### config.mk
export PLATFORM = sky130hd
export DESIGN_NAME = day_night_ircut_switch
export DESIGN_NICKNAME = d
export VERILOG_FILES = /design/src/rtl/core/dnir_pkg.sv /design/src/rtl/core/dnir_decide.sv /design/src/rtl/core/day_night_ircut_switch.sv
export SDC_FILE = /design/constraint.sdc
export NUM_CORES = 1
export LEC_CHECK = 0
export ABC_AREA = 1
export BUFFER_PORTS_ARGS = -buffer_cell sky130_fd_sc_hd__buf_4
export CORE_MARGIN = 2
export CORE_UTILIZATION = 40
export DETAILED_ROUTE_END_ITERATION = 10
export PLACE_DENSITY = 0.71
export SYNTH_ARGS = -nofsm -noshare
export SYNTH_HDL_FRONTEND = slang
export SYNTH_SLANG_ARGS = --single-unit
### constraint.sdc
create_clock -name clk -period 3.4 [get_ports clk]
set_input_delay 0 -clock clk [delete_from_list [all_inputs] [get_ports clk]]
set_output_delay 0 -clock clk [all_outputs]
set_load 0.01 [all_outputs]
### src/rtl/core/dnir_pkg.sv
// Shared types and constants for the day/night IR-cut switch.
// Holds register indexes, field widths, the debounce limit, PWM constants, reset values and the decision struct.
// No dependencies.
package dnir_pkg;

  // Field widths
  localparam int unsigned SAMPLE_W = 10;
  localparam int unsigned LEVEL_W  = 11;
  localparam int unsigned DUTY_W   = 7;
  localparam int unsigned PWM_W    = 10;
  localparam int unsigned CFG_W    = 11;
  localparam int unsigned INDEX_W  = 2;

  // Debounce: the mode flips on a qualifying sample once the count exceeds this
  localparam int unsigned TRIGGER_COUNT = 10;
  localparam int unsigned QCNT_W        = $clog2(TRIGGER_COUNT + 2);

  // PWM constants
  localparam logic [PWM_W-1:0]  PWM_PERIOD = PWM_W'(3000000 / 3000);
  localparam logic [DUTY_W-1:0] DUTY_MAX   = DUTY_W'(100);

  // Register reset values
  localparam logic [LEVEL_W-1:0] SENSITIVITY_RESET = LEVEL_W'(512);
  localparam logic [LEVEL_W-1:0] HYSTERESIS_RESET  = LEVEL_W'(64);
  localparam logic [DUTY_W-1:0]  DUTY_RESET        = DUTY_W'(100);

  // Configuration register indexes
  typedef enum logic [INDEX_W-1:0] {
    REG_SENSITIVITY = 2'd0,
    REG_HYSTERESIS  = 2'd1,
    REG_IR_DUTY     = 2'd2
  } reg_index_t;

  // Outcome of one sample against the current mode and counter
  typedef struct packed {
    logic              switched;
    logic              night_next;
    logic [QCNT_W-1:0] count_next;
  } decision_t;

endpackage

### src/rtl/core/dnir_decide.sv
// Threshold compare and debounce counter update for one light sample.
// Purely combinational; uses dnir_pkg for widths and the decision struct.
module dnir_decide (
  input  logic [dnir_pkg::SAMPLE_W-1:0] light_sample,
  input  logic                          night_active,
  input  logic [dnir_pkg::QCNT_W-1:0]   qualify_count,
  input  logic [dnir_pkg::LEVEL_W-1:0]  sensitivity_level,
  input  logic [dnir_pkg::LEVEL_W-1:0]  hysteresis_level,
  output dnir_pkg::decision_t           decision
);

  logic [dnir_pkg::LEVEL_W-1:0] sample_ext;
  logic [dnir_pkg::LEVEL_W-1:0] day_threshold;
  logic                         qualifies;
  logic                         count_full;

  assign sample_ext = dnir_pkg::LEVEL_W'(light_sample);

  // Day-to-night threshold, floored at zero
  assign day_threshold = (sensitivity_level < hysteresis_level) ?
                         '0 : (sensitivity_level - hysteresis_level);

  // Day mode looks for dark samples, night mode for bright ones
  assign qualifies = night_active ? (sample_ext > sensitivity_level)
                                  : (sample_ext < day_threshold);

  assign count_full = (qualify_count > dnir_pkg::QCNT_W'(dnir_pkg::TRIGGER_COUNT));

  // Flip the mode once the counter is past the limit, else advance or clear it
  always_comb begin
    decision.switched   = 1'b0;
    decision.night_next = night_active;
    decision.count_next = '0;
    if (qualifies) begin
      if (count_full) begin
        decision.switched   = 1'b1;
        decision.night_next = ~night_active;
      end else begin
        decision.count_next = qualify_count + dnir_pkg::QCNT_W'(1);
      end
    end
  end

endmodule

### src/rtl/core/day_night_ircut_switch.sv
// Day/night IR-cut switch controller: top level with config registers and result register.
// Depends on dnir_pkg and dnir_decide.
//
//   channel   | valid     | stall     | payload
//   ----------+-----------+-----------+-------------------------------------------
//   input     | in_valid  | in_stall  | light_sample
//   output    | out_valid | out_stall | mode_switched, night_mode, color_filter_on,
//             |           |           | ir_pwm_enable, pwm_period_count,
//             |           |           | pwm_high_count
//   config    | cfg_write_en (no handshake) | cfg_index, cfg_data
//
// One sample per cycle while in_stall is low; its result appears in the cycle after the transfer,
// from the single compare-and-count stage ahead of the result register.
// Synchronous active-high rst returns to day mode with a clear counter and
// loads the register defaults; no clearing pass is needed.
// in_stall is high only while a result is held and out_stall is high, so a
// new sample enters in the same cycle the held result is taken.
module day_night_ircut_switch (
  input  logic                            clk,
  input  logic                            rst,
  // Configuration writes
  input  logic                            cfg_write_en,
  input  logic [dnir_pkg::INDEX_W-1:0]    cfg_index,
  input  logic [dnir_pkg::CFG_W-1:0]      cfg_data,
  // Sample input
  input  logic                            in_valid,
  output logic                            in_stall,
  input  logic [dnir_pkg::SAMPLE_W-1:0]   light_sample,
  // Result output
  output logic                            out_valid,
  input  logic                            out_stall,
  output logic                            mode_switched,
  output logic                            night_mode,
  output logic                            color_filter_on,
  output logic                            ir_pwm_enable,
  output logic [dnir_pkg::PWM_W-1:0]      pwm_period_count,
  output logic [dnir_pkg::PWM_W-1:0]      pwm_high_count
);

  logic [dnir_pkg::LEVEL_W-1:0] sensitivity_level;
  logic [dnir_pkg::LEVEL_W-1:0] hysteresis_level;
  logic [dnir_pkg::DUTY_W-1:0]  ir_duty_percent;
  logic                         night_active;
  logic [dnir_pkg::QCNT_W-1:0]  qualify_count;
  dnir_pkg::decision_t          decision;
  logic                         in_xfer;
  logic [dnir_pkg::DUTY_W-1:0]  duty_sat;
  logic [dnir_pkg::PWM_W-1:0]   high_count_next;

  // Configuration registers
  always_ff @(posedge clk) begin
    if (rst) begin
      sensitivity_level <= dnir_pkg::SENSITIVITY_RESET;
      hysteresis_level  <= dnir_pkg::HYSTERESIS_RESET;
      ir_duty_percent   <= dnir_pkg::DUTY_RESET;
    end else if (cfg_write_en) begin
      case (dnir_pkg::reg_index_t'(cfg_index))
        dnir_pkg::REG_SENSITIVITY: sensitivity_level <= cfg_data;
        dnir_pkg::REG_HYSTERESIS:  hysteresis_level  <= cfg_data;
        dnir_pkg::REG_IR_DUTY:     ir_duty_percent   <= cfg_data[dnir_pkg::DUTY_W-1:0];
        default: ;
      endcase
    end
  end

  // Accept a sample whenever the result register is free or being drained
  assign in_stall = out_valid & out_stall;
  assign in_xfer  = in_valid & ~in_stall;

  dnir_decide u_decide (
    .light_sample      (light_sample),
    .night_active      (night_active),
    .qualify_count     (qualify_count),
    .sensitivity_level (sensitivity_level),
    .hysteresis_level  (hysteresis_level),
    .decision          (decision)
  );

  // Saturate duty and scale by ten (period 1000 over 100 percent)
  assign duty_sat        = (ir_duty_percent > dnir_pkg::DUTY_MAX) ?
                           dnir_pkg::DUTY_MAX : ir_duty_percent;
  assign high_count_next = (dnir_pkg::PWM_W'(duty_sat) << 3)
                         + (dnir_pkg::PWM_W'(duty_sat) << 1);

  // Mode and debounce state
  always_ff @(posedge clk) begin
    if (rst) begin
      night_active  <= 1'b0;
      qualify_count <= '0;
    end else if (in_xfer) begin
      night_active  <= decision.night_next;
      qualify_count <= decision.count_next;
    end
  end

  // Result valid
  always_ff @(posedge clk) begin
    if (rst) begin
      out_valid <= 1'b0;
    end else if (in_xfer) begin
      out_valid <= 1'b1;
    end else if (~out_stall) begin
      out_valid <= 1'b0;
    end
  end

  // Result payload
  always_ff @(posedge clk) begin
    if (in_xfer) begin
      mode_switched    <= decision.switched;
      night_mode       <= decision.night_next;
      color_filter_on  <= ~decision.night_next;
      ir_pwm_enable    <= decision.night_next;
      pwm_period_count <= dnir_pkg::PWM_PERIOD;
      pwm_high_count   <= high_count_next;
    end
  end

`ifndef NO_ASSERTIONS
  // Counter never runs past the switch point
  assert property (@(posedge clk) disable iff (rst)
    qualify_count <= dnir_pkg::QCNT_W'(dnir_pkg::TRIGGER_COUNT + 1))
    else $error("qualify_count beyond trigger limit");

  // A held result always matches the live mode
  assert property (@(posedge clk) disable iff (rst)
    out_valid |-> (night_mode == night_active))
    else $error("held night_mode differs from mode state");

  // A switch result leaves the counter cleared
  assert property (@(posedge clk) disable iff (rst)
    (out_valid && mode_switched) |-> (qualify_count == '0))
    else $error("counter not cleared after mode switch");

  // A mode change in the state only comes with a transfer flagged as a switch
  assert property (@(posedge clk) disable iff (rst)
    (night_active != $past(night_active)) |-> (out_valid && mode_switched))
    else $error("mode changed without a switch result");
`endif

endmodule

Yosys cells after proc, flatten, opt, wreduce, memory -nomap -nowiden
Cells that the tools add are included.
{"block": "op_classes", "bitwise": 5, "eq_ne": 3, "n_addsub": 3, "n_lt_le_gt_ge": 5, "reduce_logical": 4, "n_mux": 8}
{"cell": "10-bit by 11-bit > comparator with 1-bit output", "count": 1}
{"cell": "10-bit by 11-bit < comparator with 1-bit output", "count": 1}
{"cell": "11-bit < comparator", "count": 1}
{"cell": "11-bit 2-to-1 mux", "count": 1}
{"cell": "11-bit subtractor", "count": 1}
{"cell": "10-bit by 8-bit adder with 10-bit output", "count": 1}
{"cell": "7-bit > comparator, second input constant", "count": 1}
{"cell": "7-bit 2-to-1 mux", "count": 1}
{"cell": "2-bit AND reduction", "count": 3}
{"cell": "5-bit 2-to-1 mux", "count": 1}
{"cell": "4-bit by 1-bit adder with 4-bit output, second input constant", "count": 1}
{"cell": "4-bit > comparator, second input constant", "count": 1}
{"cell": "4-bit 2-to-1 mux", "count": 1}
{"cell": "1-bit 2-to-1 mux", "count": 3}
{"cell": "1-bit inverter", "count": 3}
{"cell": "1-bit bitwise AND", "count": 2}
{"cell": "2-bit by 1-bit == test with 1-bit output, second input constant", "count": 1}
{"cell": "2-bit == test, second input constant", "count": 1}
{"cell": "2-bit logical NOT", "count": 1}
{"cell": "2-bit 2-to-1 mux", "count": 1}
{"cell": "2-bit by 1-bit != test with 1-bit output, second input constant", "count": 1}
{"block": "totals", "regBits": 48, "out_inout_bits": 26, "word_cells": 38, "in_bits": 28}

Logic depth before layout (Yosys ltp)
{"block": "logic_depth", "ltp_word": 6, "depth_mapped": 20, "ltp_nobuf": 19}

Modules after synthesis
From an unflattened synthesis, not the netlist that was laid out.
{"block": "hier_totals", "cells_unflattened": 463, "hier_area_um2": 3285.7}
{"mod": "day_night_ircut_switch", "area_per_inst_um2": 2038.2, "cells_each": 250, "n_inst": 1}
{"mod": "dnir_decide", "area_per_inst_um2": 1247.4, "cells_each": 213, "n_inst": 1}

Worst setup path before layout
Ideal clock, no wire load.
{"block": "synth_path", "path_kind": "reg2reg", "start": "register hysteresis_level[2] (netlist bit)", "end": "register color_filter_on, data pin", "synth_period_minus_slack_ps": 2556, "required_ps": 3150, "path_buffers": 0, "arrival_ps": 2305, "stages_incl_launch_ff": 17, "slack_ps": 844, "path_cell_list": "dfxtp_1 > inv_1 > ha_1 > nand3_1 > nand2_1 > a31oi_1 > o21ai_0 > a31oi_1 > or2_2 > nand3_1 > ha_1 > nand2_1 > nor2_1 > nor2_2 > nand4_1 > nand2_1 > inv_1"}
{"element": "start, declared", "line_no": "day_night_ircut_switch.sv:41", "source": "logic [dnir_pkg::LEVEL_W-1:0] hysteresis_level;"}
{"element": "start signal, assigned", "line_no": "day_night_ircut_switch.sv:54", "source": "hysteresis_level <= dnir_pkg::HYSTERESIS_RESET;"}
{"element": "start signal, assigned", "line_no": "day_night_ircut_switch.sv:59", "source": "dnir_pkg::REG_HYSTERESIS: hysteresis_level <= cfg_data;"}
{"element": "end signal, assigned", "line_no": "day_night_ircut_switch.sv:112", "source": "color_filter_on <= ~decision.night_next;"}
{"element": "end, declared", "line_no": "day_night_ircut_switch.sv:34", "source": "output logic color_filter_on,"}

==> flow_metrics.py <==
metrics = {
    "floorplan": {
        "ios": 54,
        "initial_utilization_pct": 40.9,
        "core_um2": 7650,
        "die_x_um": 92.5,
        "row_count": 32,
        "dieArea_um2": 8550,
        "die_y_um": 92.5,
    },
    "global_route": {
        "grt_overflow_total": 0,
        "grt_pass1_wl_um": 11700,
        "grt_max_degree": 33,
        "grt_pass1_vias": 2550,
        "grt_usage_pct": 16.6,
        "antenna_found_initial": 0,
    },
    "critical_path": {
        "path_max_fanout": 6,
        "critPathCapture": "color_filter_on",
        "start_kind": "flip-flop",
        "cp_data_arrival_time_ns": 2.93,
        "required_ns": 3.45,
        "r2r_setup_slack_ns": 0.52,
        "regToRegEndpoint": "color_filter_on",
        "criticalPathCategory": "flip-flop to flip-flop",
        "worst-r2r-cell-count": 16,
        "startpoint": "hysteresis_level[2]",
        "crit_path_end_kind": "flip-flop",
        "rr_startpoint": "hysteresis_level[2]",
    },
    "synth": {
        "synth_top_family_by_area": "simple AND/OR/NAND/NOR gates",
        "syn_area_um2": 3130,
        "synth_xor_area_share_pct": 2.24,
        "synth_mux_area_share_pct": 0,
        "yosysMostFrequentCell": "nand2_1",
        "async_flop_share_pct": 0,
        "ys_top_cells_by_area": "dfxtp_1, ha_1, edfxtp_1",
        "synth_edf_count": 12,
        "yosys.area.top_type": "dfxtp_1",
        "synth_top_area_share_pct": 22.4,
        "synth_common_cells": "nand2_1, inv_1, a21oi_1",
        "synthSimpleGateAreaFrac_pct": 20.0,
        "synth_seq_cells": 47,
        "syn_area_per_cell_um2": 7.51,
        "synth_fa_ha_area_share_pct": 16.1,
        "synth_compound_area_share_pct": 15.3,
        "synthCells": 417,
        "synth_flop_cell": "dfxtp_1",
        "seq_area_frac_synth_pct": 33.9,
        "yosys.cell_types.count": 32,
        "synth_warnings": 0,
    },
    "pwr": {
        "swShare_pct": 30.4,
        "power.density_nw_per_um2": 403,
        "p_int_mw": 1.03,
        "power.leakage_nw": 1.73,
        "p_clk_share_pct": 28.2,
        "switchingPower_uw": 452,
        "irDropWorstVdd_uv": 215,
        "power.share.sequential_pct": 42.7,
        "combPwrFrac_pct": 29.1,
    },
    "final_layout": {
        "fillers": 765,
        "antenna_cells": 0,
        "drive_gt1_share_pct": 14.7,
        "nets": 529,
        "finalInstanceArea_um2": 3680,
        "area_growth_pct": 17.5,
    },
    "clock_network": {
        "clockBufferDepth": 2,
        "cts_max_level": 2,
        "cts.sinks": 47,
        "numCtsBuffers": 5,
        "post_cts_resized": 0,
        "cts_root_buf": "clkbuf_8",
        "cts_tree": "done",
        "postCtsSetupRepairBufs": 0,
        "clk_pin_slew_worst_paths_ns": 0.08,
        "cts_hold_buf": 8,
        "clk_latency_ns": 0.29,
    },
    "worst_hold_path": {
        "min_path_cells": 3,
        "hp-class": "input port to flip-flop",
    },
    "timing": {
        "rsz0062_at_grt": "false",
        "slew_viol_final": 0,
        "setup_viol": 0,
        "finalCriticalPeriod_ns": 2.88,
        "tns_ns": 0,
        "hold_viol": 0,
        "post-route-period-util_pct": 84.6,
        "tightestPinTransition_ns": 0.812,
        "fmax_mhz": 347,
        "skew_ns": 0.00604,
        "slew-limit-headroom_pct": 45.8,
    },
    "detailed_routing": {
        "drc_errors": 0,
        "wl_per_cell_um": 11.8,
        "ant_nets": 0,
        "dr.pass1.iters": 5,
        "drt-total-wl_um": 6690,
        "dr_total_vias": 2703,
        "first_iter_violations": 113,
        "via_per_inst": 4.78,
    },
    "flow_run": {
        "maxCapViolCount": 0,
    },
    "run_status": {
        "status": "finished clean",
    },
    "place": {
        "io_buffers": 42,
        "dpl.hpwl_um": 5420,
        "placed_cell_area_um2": 3480,
        "gp_congestion": 0.899,
    },
}
-- per-layer routing --
layer | share of wire [%] | GRT usage (%) | wire length [µm] | up-vias
met3 | 4.0 | 2.52 | 266 | 4
met4 | 1.0 | 3.36 | 67 | 0
li1 | - | - | - | 1435
met2 | 45 | 26.8 | 3030 | 62
met5 | 0 | 0 | 0 | -
met1 | 50 | 23.7 | 3330 | 1202
-- power by group through the flow --
stage	Combinational, mW	Clock (mW)	Sequential [mW]
6_report	0.432	0.418	0.634
5_1_grt	0.501	0.455	0.639
4_1_cts	0.433	0.430	0.633
3_5_place_dp	0.423	0	0.646
3_3_place_gp	0.412	0	0.645
2_1_floorplan	0.309	0	0.650
-- worst min path at each step --
stage / startpoint / end / slack (ns)
final: cfg_data[1] / sensitivity_level[1] / 0.006
after global routing: cfg_data[10] / hysteresis_level[10] / 0.004
after CTS: cfg_data[1] / sensitivity_level[1] / 0.0007
after detailed placement: rst / qualify_count[0] / 0.19
after global placement: rst / qualify_count[0] / 0.19
after floorplan: rst / qualify_count[0] / 0.06
-- cell type report --
class	count	area (µm²)	share of cell area, %
Inverter	66	248	6.74
Sequential cell	47	1060	28.9
Clock buffer	6	82.6	2.25
Timing Repair Buffer	51	403	11.0
Tap cell	102	128	3.47
Clock inverter	2	35.0	0.953
Multi-Input combinational cell	291	1720	46.8
-- cell families (layout without fill, tap and decap cells) --
group / Yosys count / after routing
AOI/OAI and AO/OA: 90 / 90
xor gates and xnor gates: 8 / 8
adders and majority gates: 39 / 39
buffers and inverters: 88 / 125
DFF: 47 / 47
other: 2 / 11
and+or+nand+nor: 143 / 143
-- cells in the final DEF (no fill, tap or decap), types with 4 or more instances in the layout --
cell type      instances
nand4_1                4
nor2_1                22
xor2_1                 5
buf_4                 43
edfxtp_1              12
nand2_1               76
clkbuf_8               6
conb_1                11
nand3_1               22
ha_1                  37
dlygate4sd3_1          8
dfxtp_1               35
a21oi_1               45
o21ai_0               33
inv_1                 65
or2_2                  7
-- worst max-delay path: stages, from the launching register on --
cell and delay (ns):
dfxtp_1 0.31, inv_1 0.05, ha_1 0.37, nand3_1 0.09, nand2_1 0.12, a31oi_1 0.12, o21ai_0 0.29, a31oi_1 0.14
or2_2 0.29, nand3_1 0.07, ha_1 0.25, nand2_1 0.09, nor2_1 0.05, nor2_2 0.12, nand4_1 0.13, nand2_1 0.12
inv_1 0.04
-- per-stage QoR --
step | worst slack, ns | std cells | power (mW) | utilization [%] | hold WS [ns]
6_report | 0.522 | 565 | 1.48 | 48.1 | 0.00555
5_1_grt | 0.208 | 565 | 1.59 | 48.1 | 0.00385
4_1_cts | 0.547 | 565 | 1.50 | 48.1 | 0.000704
3_5_place_dp | 0.591 | 549 | 1.07 | 45.5 | 0.192
3_3_place_gp | 0.654 | 549 | 1.06 | 45.5 | 0.192
2_1_floorplan | 0.844 | 426 | 0.958 | - | 0.0624
-- sequential cells by signal, summed over array words and instances, names as in the netlist, 4 cells and up --
register / flops
hysteresis_level: 11
ir_duty_percent: 7
pwm_high_count: 9
qualify_count: 4
sensitivity_level: 11
No activity file was read; power rests on OpenSTA's default activity.
